===== src/hw/rtl/arpc_pkg.sv =====
`timescale 1ns / 1ps
`default_nettype none
package arpc_pkg;

    localparam int ENTRIES_DEF = 16;
    localparam int IP_W        = 32;
    localparam int MAC_W       = 48;
    localparam int CFG_IDX_W   = 2;
    localparam int CFG_DATA_W  = 48;

    localparam logic [1:0] ACT_RESOLVE = 2'd0;
    localparam logic [1:0] ACT_SET     = 2'd1;
    localparam logic [1:0] ACT_FRAME   = 2'd2;

    localparam logic [CFG_IDX_W-1:0] REG_OWN_IP  = 2'd0;
    localparam logic [CFG_IDX_W-1:0] REG_OWN_MAC = 2'd1;

    localparam logic [1:0] CMD_NOP    = 2'd0;
    localparam logic [1:0] CMD_LOOKUP = 2'd1;
    localparam logic [1:0] CMD_LEARN  = 2'd2;

    localparam logic [10:0] MIN_FRAME_BYTES = 11'd28;
    localparam logic [15:0] HW_TYPE_ETH     = 16'h0001;
    localparam logic [15:0] PROTO_IPV4      = 16'h0800;
    localparam logic [7:0]  HW_LEN_ETH      = 8'd6;
    localparam logic [7:0]  PROT_LEN_IPV4   = 8'd4;
    localparam logic [15:0] OP_REQUEST      = 16'd1;

    typedef struct packed {
        logic [1:0]       action;
        logic [IP_W-1:0]  ip_addr;
        logic [MAC_W-1:0] mac_addr;
        logic [10:0]      frame_length;
        logic [15:0]      hw_type;
        logic [15:0]      prot_type;
        logic [7:0]       hw_len;
        logic [7:0]       prot_len;
        logic [15:0]      opcode;
        logic [IP_W-1:0]  tgt_ip;
    } item_t;

    typedef struct packed {
        logic [1:0]       kind;
        logic             frame_ok;
        logic             reply;
        logic [IP_W-1:0]  ip;
        logic [MAC_W-1:0] mac;
    } cmd_t;

    typedef struct packed {
        logic             hit;
        logic [MAC_W-1:0] mac_out;
        logic             frame_accepted;
        logic             reply_valid;
        logic [MAC_W-1:0] reply_mac;
        logic [IP_W-1:0]  reply_ip;
    } res_t;

endpackage
`default_nettype wire


===== src/hw/rtl/arpc_front.sv =====
`timescale 1ns / 1ps
`default_nettype none
module arpc_front (
    input  wire                                 aclk,
    input  wire                                 aresetn,
    input  wire arpc_pkg::item_t                s_item,
    input  wire                                 s_valid,
    output logic                                s_ready,
    input  wire                                 cfg_valid,
    output logic                                cfg_ready,
    input  wire  [arpc_pkg::CFG_IDX_W-1:0]      cfg_index,
    input  wire  [arpc_pkg::CFG_DATA_W-1:0]     cfg_data,
    output arpc_pkg::cmd_t                      q_cmd,
    output logic                                q_push,
    input  wire                                 q_full
);
    import arpc_pkg::*;

    logic [IP_W-1:0] own_ip_reg;
    logic            frame_ok;

    assign cfg_ready = 1'b1;
    assign s_ready   = !q_full;
    assign q_push    = s_valid && !q_full;

    always_ff @(posedge aclk) begin
        if (!aresetn) begin
            own_ip_reg <= '0;
        end else if (cfg_valid) begin
            case (cfg_index)
                REG_OWN_IP:  own_ip_reg <= cfg_data[IP_W-1:0];
                // own MAC writes are accepted but not stored
                REG_OWN_MAC: ;
                default:     ;
            endcase
        end
    end

    assign frame_ok = (s_item.frame_length >= MIN_FRAME_BYTES) &&
                      (s_item.hw_type == HW_TYPE_ETH) &&
                      (s_item.prot_type == PROTO_IPV4) &&
                      (s_item.hw_len == HW_LEN_ETH) &&
                      (s_item.prot_len == PROT_LEN_IPV4);

    always_comb begin
        q_cmd          = '0;
        q_cmd.ip       = s_item.ip_addr;
        q_cmd.mac      = s_item.mac_addr;
        case (s_item.action)
            ACT_RESOLVE: q_cmd.kind = CMD_LOOKUP;
            ACT_SET:     q_cmd.kind = CMD_LEARN;
            ACT_FRAME: begin
                if (frame_ok) begin
                    q_cmd.kind     = CMD_LEARN;
                    q_cmd.frame_ok = 1'b1;
                    q_cmd.reply    = (s_item.opcode == OP_REQUEST) &&
                                     (s_item.tgt_ip == own_ip_reg);
                end else begin
                    q_cmd.kind = CMD_NOP;
                end
            end
            default:     q_cmd.kind = CMD_NOP;
        endcase
    end

endmodule
`default_nettype wire


===== src/hw/rtl/arpc_queue.sv =====
`timescale 1ns / 1ps
`default_nettype none
module arpc_queue (
    input  wire                 aclk,
    input  wire                 aresetn,
    input  wire                 push,
    input  wire arpc_pkg::cmd_t cmd_in,
    output logic                full,
    input  wire                 pop,
    output arpc_pkg::cmd_t      cmd_out,
    output logic                not_empty,
    output logic [1:0]          level
);
    import arpc_pkg::*;

    cmd_t       slot_reg [2];
    logic       wr_ptr_reg;
    logic       rd_ptr_reg;
    logic [1:0] level_reg;

    assign full      = (level_reg == 2'd2);
    assign not_empty = (level_reg != 2'd0);
    assign cmd_out   = slot_reg[rd_ptr_reg];
    assign level     = level_reg;

    always_ff @(posedge aclk) begin
        if (push) begin
            slot_reg[wr_ptr_reg] <= cmd_in;
        end
    end

    always_ff @(posedge aclk) begin
        if (!aresetn) begin
            wr_ptr_reg <= 1'b0;
            rd_ptr_reg <= 1'b0;
            level_reg  <= 2'd0;
        end else begin
            if (push) begin
                wr_ptr_reg <= !wr_ptr_reg;
            end
            if (pop) begin
                rd_ptr_reg <= !rd_ptr_reg;
            end
            if (push && !pop) begin
                level_reg <= level_reg + 2'd1;
            end else if (pop && !push) begin
                level_reg <= level_reg - 2'd1;
            end
        end
    end

endmodule
`default_nettype wire


===== src/hw/rtl/arpc_back.sv =====
`timescale 1ns / 1ps
`default_nettype none
module arpc_back #(
    parameter int ENTRIES = arpc_pkg::ENTRIES_DEF
) (
    input  wire                 aclk,
    input  wire                 aresetn,
    input  wire                 q_valid,
    input  wire arpc_pkg::cmd_t q_cmd,
    output logic                q_pop,
    output logic                m_valid,
    input  wire                 m_ready,
    output arpc_pkg::res_t      m_res
);
    import arpc_pkg::*;

    localparam int IW = (ENTRIES > 1) ? $clog2(ENTRIES) : 1;
    localparam int CW = $clog2(ENTRIES + 1);

    localparam logic [2:0] S_IDLE = 3'd0;
    localparam logic [2:0] S_SCAN = 3'd1;
    localparam logic [2:0] S_ACT  = 3'd2;
    localparam logic [2:0] S_READ = 3'd3;
    localparam logic [2:0] S_DONE = 3'd4;

    logic [IP_W-1:0]  ip_mem  [ENTRIES];
    logic [MAC_W-1:0] mac_mem [ENTRIES];
    logic [IP_W-1:0]  ip_rd_reg;
    logic [MAC_W-1:0] mac_rd_reg;

    logic [2:0]         state_reg, state_next;
    cmd_t               cmd_reg, cmd_next;
    logic [CW-1:0]      cnt_reg, cnt_next;
    logic               cmp_vld_reg, cmp_vld_next;
    logic [IW-1:0]      cmp_idx_reg, cmp_idx_next;
    logic               found_reg, found_next;
    logic [IW-1:0]      match_reg, match_next;
    logic               free_found_reg, free_found_next;
    logic [IW-1:0]      free_reg, free_next;
    logic [IW-1:0]      ptr_reg, ptr_next;
    logic [ENTRIES-1:0] valid_reg, valid_next;
    res_t               res_reg, res_next;
    res_t               out_reg, out_next;
    logic               m_valid_reg, m_valid_next;

    logic          ip_rd_en;
    logic          mac_rd_en;
    logic          mem_we;
    logic [IW-1:0] rd_addr;
    logic [IW-1:0] wr_addr;
    logic          hit_now;

    assign rd_addr = cnt_reg[IW-1:0];
    assign hit_now = valid_reg[cmp_idx_reg] && (ip_rd_reg == cmd_reg.ip);
    assign m_valid = m_valid_reg;
    assign m_res   = out_reg;

    always_ff @(posedge aclk) begin
        if (mem_we) begin
            ip_mem[wr_addr] <= cmd_reg.ip;
        end
        if (ip_rd_en) begin
            ip_rd_reg <= ip_mem[rd_addr];
        end
    end

    always_ff @(posedge aclk) begin
        if (mem_we) begin
            mac_mem[wr_addr] <= cmd_reg.mac;
        end
        if (mac_rd_en) begin
            mac_rd_reg <= mac_mem[match_reg];
        end
    end

    always_comb begin
        state_next      = state_reg;
        cmd_next        = cmd_reg;
        cnt_next        = cnt_reg;
        cmp_vld_next    = cmp_vld_reg;
        cmp_idx_next    = cmp_idx_reg;
        found_next      = found_reg;
        match_next      = match_reg;
        free_found_next = free_found_reg;
        free_next       = free_reg;
        ptr_next        = ptr_reg;
        valid_next      = valid_reg;
        res_next        = res_reg;
        out_next        = out_reg;
        m_valid_next    = m_valid_reg && !m_ready;
        q_pop           = 1'b0;
        ip_rd_en        = 1'b0;
        mac_rd_en       = 1'b0;
        mem_we          = 1'b0;
        wr_addr         = ptr_reg;

        case (state_reg)
            S_IDLE: begin
                if (q_valid) begin
                    q_pop                   = 1'b1;
                    cmd_next                = q_cmd;
                    cnt_next                = '0;
                    cmp_vld_next            = 1'b0;
                    found_next              = 1'b0;
                    free_found_next         = 1'b0;
                    res_next                = '0;
                    res_next.frame_accepted = q_cmd.frame_ok;
                    res_next.reply_valid    = q_cmd.reply;
                    res_next.reply_mac      = q_cmd.reply ? q_cmd.mac : '0;
                    res_next.reply_ip       = q_cmd.reply ? q_cmd.ip : '0;
                    state_next = (q_cmd.kind == CMD_NOP) ? S_DONE : S_SCAN;
                end
            end
            S_SCAN: begin
                if (cmp_vld_reg) begin
                    if (hit_now && !found_reg) begin
                        found_next = 1'b1;
                        match_next = cmp_idx_reg;
                    end
                    if (!valid_reg[cmp_idx_reg] && !free_found_reg) begin
                        free_found_next = 1'b1;
                        free_next       = cmp_idx_reg;
                    end
                end
                if (cnt_reg == CW'(ENTRIES)) begin
                    cmp_vld_next = 1'b0;
                    state_next   = S_ACT;
                end else begin
                    ip_rd_en     = 1'b1;
                    cmp_idx_next = rd_addr;
                    cmp_vld_next = 1'b1;
                    cnt_next     = cnt_reg + CW'(1);
                end
            end
            S_ACT: begin
                if (cmd_reg.kind == CMD_LOOKUP) begin
                    if (found_reg) begin
                        mac_rd_en  = 1'b1;
                        state_next = S_READ;
                    end else begin
                        state_next = S_DONE;
                    end
                end else begin
                    mem_we = 1'b1;
                    if (found_reg) begin
                        wr_addr = match_reg;
                    end else if (free_found_reg) begin
                        wr_addr              = free_reg;
                        valid_next[free_reg] = 1'b1;
                    end else begin
                        wr_addr             = ptr_reg;
                        valid_next[ptr_reg] = 1'b1;
                        ptr_next = (ptr_reg == IW'(ENTRIES - 1)) ? '0 : ptr_reg + IW'(1);
                    end
                    state_next = S_DONE;
                end
            end
            S_READ: begin
                res_next.hit     = 1'b1;
                res_next.mac_out = mac_rd_reg;
                state_next       = S_DONE;
            end
            S_DONE: begin
                if (!m_valid_reg || m_ready) begin
                    out_next     = res_reg;
                    m_valid_next = 1'b1;
                    state_next   = S_IDLE;
                end
            end
            default: begin
                state_next = S_IDLE;
            end
        endcase
    end

    always_ff @(posedge aclk) begin
        if (!aresetn) begin
            state_reg   <= S_IDLE;
            m_valid_reg <= 1'b0;
            valid_reg   <= '0;
            ptr_reg     <= '0;
        end else begin
            state_reg   <= state_next;
            m_valid_reg <= m_valid_next;
            valid_reg   <= valid_next;
            ptr_reg     <= ptr_next;
        end
    end

    always_ff @(posedge aclk) begin
        cmd_reg        <= cmd_next;
        cnt_reg        <= cnt_next;
        cmp_vld_reg    <= cmp_vld_next;
        cmp_idx_reg    <= cmp_idx_next;
        found_reg      <= found_next;
        match_reg      <= match_next;
        free_found_reg <= free_found_next;
        free_reg       <= free_next;
        res_reg        <= res_next;
        out_reg        <= out_next;
    end

endmodule
`default_nettype wire


===== src/hw/rtl/arp_cache_and_responder_top.sv =====
`timescale 1ns / 1ps
`default_nettype none
// ARP cache and responder. Each beat on s_ gives exactly one beat on m_. The front
// checks received frames and the reply condition and queues up to two commands; the
// back scans the table memory one entry a cycle, then acts in S_ACT (a learn writes
// the entry; a resolve that hits reads the MAC back in S_READ); a dropped frame or
// unused action skips the scan and goes straight to S_DONE. A finished result sits
// in the m_ register while the next item is accepted. Valid marks clear at reset;
// configuration writes are taken every cycle (cfg_ready is always high). Own MAC
// writes are accepted but not stored or used by any result.
module arp_cache_and_responder_top #(
    parameter int ENTRIES = arpc_pkg::ENTRIES_DEF
) (
    input  wire                              aclk,
    input  wire                              aresetn,
    input  wire                              s_valid,
    output logic                             s_ready,
    input  wire  [1:0]                       s_action,
    input  wire  [arpc_pkg::IP_W-1:0]        s_ip_addr,
    input  wire  [arpc_pkg::MAC_W-1:0]       s_mac_addr,
    input  wire  [10:0]                      s_frame_length,
    input  wire  [15:0]                      s_hw_type,
    input  wire  [15:0]                      s_prot_type,
    input  wire  [7:0]                       s_hw_len,
    input  wire  [7:0]                       s_prot_len,
    input  wire  [15:0]                      s_opcode,
    input  wire  [arpc_pkg::IP_W-1:0]        s_tgt_ip,
    output logic                             m_valid,
    input  wire                              m_ready,
    output logic                             m_hit,
    output logic [arpc_pkg::MAC_W-1:0]       m_mac_out,
    output logic                             m_frame_accepted,
    output logic                             m_reply_valid,
    output logic [arpc_pkg::MAC_W-1:0]       m_reply_mac,
    output logic [arpc_pkg::IP_W-1:0]        m_reply_ip,
    input  wire                              cfg_valid,
    output logic                             cfg_ready,
    input  wire  [arpc_pkg::CFG_IDX_W-1:0]   cfg_index,
    input  wire  [arpc_pkg::CFG_DATA_W-1:0]  cfg_data
);
    import arpc_pkg::*;

    item_t      s_item;
    cmd_t       push_cmd;
    cmd_t       pop_cmd;
    logic       q_push;
    logic       q_pop;
    logic       q_full;
    logic       q_not_empty;
    logic [1:0] q_level;
    res_t       m_res;

    assign s_item.action       = s_action;
    assign s_item.ip_addr      = s_ip_addr;
    assign s_item.mac_addr     = s_mac_addr;
    assign s_item.frame_length = s_frame_length;
    assign s_item.hw_type      = s_hw_type;
    assign s_item.prot_type    = s_prot_type;
    assign s_item.hw_len       = s_hw_len;
    assign s_item.prot_len     = s_prot_len;
    assign s_item.opcode       = s_opcode;
    assign s_item.tgt_ip       = s_tgt_ip;

    arpc_front u_front (
        .aclk      (aclk),
        .aresetn   (aresetn),
        .s_item    (s_item),
        .s_valid   (s_valid),
        .s_ready   (s_ready),
        .cfg_valid (cfg_valid),
        .cfg_ready (cfg_ready),
        .cfg_index (cfg_index),
        .cfg_data  (cfg_data),
        .q_cmd     (push_cmd),
        .q_push    (q_push),
        .q_full    (q_full)
    );

    arpc_queue u_queue (
        .aclk      (aclk),
        .aresetn   (aresetn),
        .push      (q_push),
        .cmd_in    (push_cmd),
        .full      (q_full),
        .pop       (q_pop),
        .cmd_out   (pop_cmd),
        .not_empty (q_not_empty),
        .level     (q_level)
    );

    arpc_back #(
        .ENTRIES (ENTRIES)
    ) u_back (
        .aclk    (aclk),
        .aresetn (aresetn),
        .q_valid (q_not_empty),
        .q_cmd   (pop_cmd),
        .q_pop   (q_pop),
        .m_valid (m_valid),
        .m_ready (m_ready),
        .m_res   (m_res)
    );

    assign m_hit            = m_res.hit;
    assign m_mac_out        = m_res.mac_out;
    assign m_frame_accepted = m_res.frame_accepted;
    assign m_reply_valid    = m_res.reply_valid;
    assign m_reply_mac      = m_res.reply_mac;
    assign m_reply_ip       = m_res.reply_ip;

    a_queue_level: assert property (@(posedge aclk) disable iff (!aresetn)
        q_level != 2'd3)
        else $error("command queue overrun");

    a_pop_nonempty: assert property (@(posedge aclk) disable iff (!aresetn)
        q_pop |-> q_not_empty)
        else $error("pop from empty command queue");

    a_hit_excl: assert property (@(posedge aclk) disable iff (!aresetn)
        m_valid |-> !(m_hit && m_frame_accepted))
        else $error("resolve beat carries frame status");

    a_reply_kept: assert property (@(posedge aclk) disable iff (!aresetn)
        (m_valid && m_reply_valid) |-> m_frame_accepted)
        else $error("reply for a dropped frame");

endmodule
`default_nettype wire

===== config.mk =====
export PLATFORM = sky130hd
export DESIGN_NAME = arp_cache_and_responder_top
export DESIGN_NICKNAME = d
export VERILOG_FILES = /design/src/hw/rtl/arpc_pkg.sv /design/src/hw/rtl/arpc_front.sv /design/src/hw/rtl/arpc_queue.sv /design/src/hw/rtl/arpc_back.sv /design/src/hw/rtl/arp_cache_and_responder_top.sv
export SDC_FILE = /design/constraint.sdc
export NUM_CORES = 2
export LEC_CHECK = 0
export ABC_AREA = 1
export BUFFER_PORTS_ARGS = -buffer_cell sky130_fd_sc_hd__buf_2
export CELL_PAD_IN_SITES_DETAIL_PLACEMENT = 1
export CELL_PAD_IN_SITES_GLOBAL_PLACEMENT = 2
export CORE_ASPECT_RATIO = 0.6
export CORE_UTILIZATION = 47
export CTS_CLUSTER_DIAMETER = 120
export DETAILED_ROUTE_END_ITERATION = 8
export GPL_TIMING_DRIVEN = 1
export PLACE_DENSITY = 0.85
export SLEW_MARGIN = 20
export SYNTH_ARGS = -nofsm -noshare
export SYNTH_HDL_FRONTEND = slang
export SYNTH_SLANG_ARGS = --single-unit

===== constraint.sdc =====
create_clock -name aclk -period 23.4 [get_ports aclk]
set_clock_uncertainty 0.15 [all_clocks]
set_input_delay 4.68 -clock aclk [delete_from_list [all_inputs] [get_ports aclk]]
set_output_delay 4.68 -clock aclk [all_outputs]
set_load 0.01 [all_outputs]

==> impl_results.md <==
- Synth unique cells: 43
- Global-route wire length before repair: roughly 320000 µm
- Fmax: about 0.15 GHz
- Placed wire-length estimate: 122000 µm
- Hold Crit Class: flip-flop to flip-flop
- Worst EP arrival: 6.92 ns
- Sequential fraction of the synthesis area: 77.8%
- Num CTS Buffers: 177
- Post-CTS setup buffers: 0
- Largest net degree at the start of global routing: 225
- Clk buf depth: 3
- EDFF count, synth: 1892
- Post_cts resized: 0
- Pwr Total: 9.66 mW
- Synthesized flop and latch total: ~2000
- Min Tclk post-route: approximately 6.6 ns
- Number of fill cells in the layout: 15448
- Reg2Reg Depth: 11
- Clk pin slew, worst setup/hold paths: 0.07 ns
- Row cnt: 112
- Int Pwr: about 6.7 mW
- Post-Route WL: between 200000 and 250000 µm
- Syn Area/Cell: 13.6 µm²
- DIE WIDTH: 516 µm
- Final net count: 6042
- Final slew viol count: 0
- Top cell type's share of synthesized area: about three quarters
- Syn-to-layout area delta: 12.9%
- Crit-path max FO: 56
- Ports: 378
- Initial antenna violation count: 17
- GRT Total Usage: 27.2%
- Synthesized instance count: 5471
- Synth area leader: edfxtp_1
- CTS tree: built
- Commonest cells after routing, fill and taps aside: edfxtp_1, nor2_1, o21ai_0
- Clk_lat worst skew: ~0.86 ns
- Vias per inst: ~5.8
- Die height: 310 µm
- Mapped Area: 74500 µm²
- Max VDD drop: 0.0000847 V
- RSZ-0062 raised after global routing: no
- Async SR Flop Fraction: 0%
- Layout cells sized above 1: 12.8%
- TritonRoute pass-1 iters: 6
- Leakage: between 20 and 30 nW
- Root buf cell: clkbuf_16
- Vias: ~47000
- Max reg flops: 768
- Overflow left after global routing: 0
- Sw Share: a little under a third
- Gate power share: 16.5%
- Most common cell after layout, fill and taps aside: edfxtp_1
- P_sw: around 3 mW
- # hold bufs at CTS: 0
- Ranking of synthesized cells by area: edfxtp_1, nor2_1, o21ai_0
- WHS Path Cells: 0
- Final Hold Fails: 0
- Rel. slew slack: 18.3%
- Post-route DRC violation count: 0
- # port buffers: between 300 and 400
- Crit path launch type: input port
- Drt first-iter violations: 5519
- # setup viols final: 0
- Yosys warns: 0
- CP Class: input port to flip-flop
- Routed len/inst: 27.2 µm
- CORE AREA: 156000 µm²
- Critical Path RT: 23.70 ns
- Max H-tree Level: 4
- CP Capture Type: flip-flop
- Mapped Nets: 5722
- Vias in the first global route: 47761
- Ys flop type: edfxtp_1
- Status: completed
- Clk pwr share: 30.4%
- Final antenna-violating net count: 0
- Cell Pwr Density: 115 nW/µm²
- CTS sink cnt: 1953
- Max_cap viols: 0
- Final Wtd Congestion: between 0.8 and 0.9
- Initial core utilization: a little under half
- Slew of the pin with the lowest slew margin: 1.23 ns
- Sequential power share: 53.2%
- Die area: ~160000 µm²
- Setup TNS: 0 ns
- Final period utilization: 28.3%
[logic make-up after synthesis]
logic type,after synthesis,share of synthesized area (%)
xor gates and xnor gates,36,0.423
AOI/OAI and AO/OA,1205,9.27
other,1,0.00503
muxes,1,0.0151
and+or+nand+nor,1618,8.59
adders and majority gates,7,0.117
DFF,1953,77.8
buffers and inverters,650,3.73
[cell type report]
cell class	count	area (µm²)	share of cell area, %
Antenna cell	3	7.51	0.00892
Sequential cell	1953	58000	69.0
Multi-Input combinational cell	2868	13900	16.6
Clock buffer	241	4910	5.83
Tap cell	2109	2640	3.14
Timing Repair Buffer	441	2460	2.92
Clock inverter	84	832	0.989
Inverter	350	1340	1.59
[through the flow]
step           hold WS, ns  setup WS, ns  util (%)  cells  instance area (µm²)
2_1_floorplan        0.250         11.52         -   5471                74500
3_3_place_gp         0.251         15.99      50.1   7720                78400
3_5_place_dp         0.256         15.89      50.1   7721                78400
4_1_cts              0.263         16.77      53.8   8046                84100
5_1_grt              0.274         16.64      53.8   8047                84200
6_report             0.248         16.78      53.8   8049                84200
[layer usage]
layer | global-route usage [%] | routed length [µm] | up-vias
li1 | - | - | 20467
met1 | 38.7 | 94800 | 24013
met2 | 41.3 | 98100 | 2042
met3 | 6.87 | 20600 | 351
met4 | 8.10 | 5240 | 22
met5 | 0 | 138 | -
[critical path, stage by stage]
cell and delay (ns):
buf_2 0.09, nand2_1 0.16, nor2_4 0.61, buf_4 0.49
buf_4 0.70
[synth_stat cells (9+ instances only)]
| cell type | count |
|---|---|
| clkbuf_1 | 159 |
| buf_2 | 94 |
| o21ai_0 | 680 |
| nand2_1 | 475 |
| o21ai_1 | 93 |
| o221ai_1 | 96 |
| nor2_1 | 984 |
| buf_6 | 16 |
| xnor2_1 | 35 |
| nand3_1 | 86 |
| o22ai_1 | 192 |
| buf_4 | 24 |
| nand4_1 | 43 |
| inv_1 | 337 |
| inv_2 | 9 |
| dfxtp_1 | 61 |
| o211ai_1 | 97 |
| a21oi_1 | 37 |
| edfxtp_1 | 1892 |
[power groups by stage]
stage               clock (mW)  combinational, mW  sequential [mW]
floorplan                    0              0.910             5.03
global placement             0               1.50             5.14
detailed placement           0               1.56             5.19
CTS                       2.97               1.58             5.13
global route              3.08               1.72             5.18
finish                    2.93               1.59             5.14
[final timing paths]
path,startpoint,to,slack [ns]
worst max-delay path,s_valid,u_queue.slot_reg[1][51],16.78
worst min-delay path,u_back.res_reg[53],u_back.m_res[53],0.25
worst max register to register,u_back.match_reg[0],u_back.mac_mem[15][30],18.04
worst min register to register,u_back.res_reg[53],u_back.m_res[53],0.25
(Power assumes the default switching activity.)
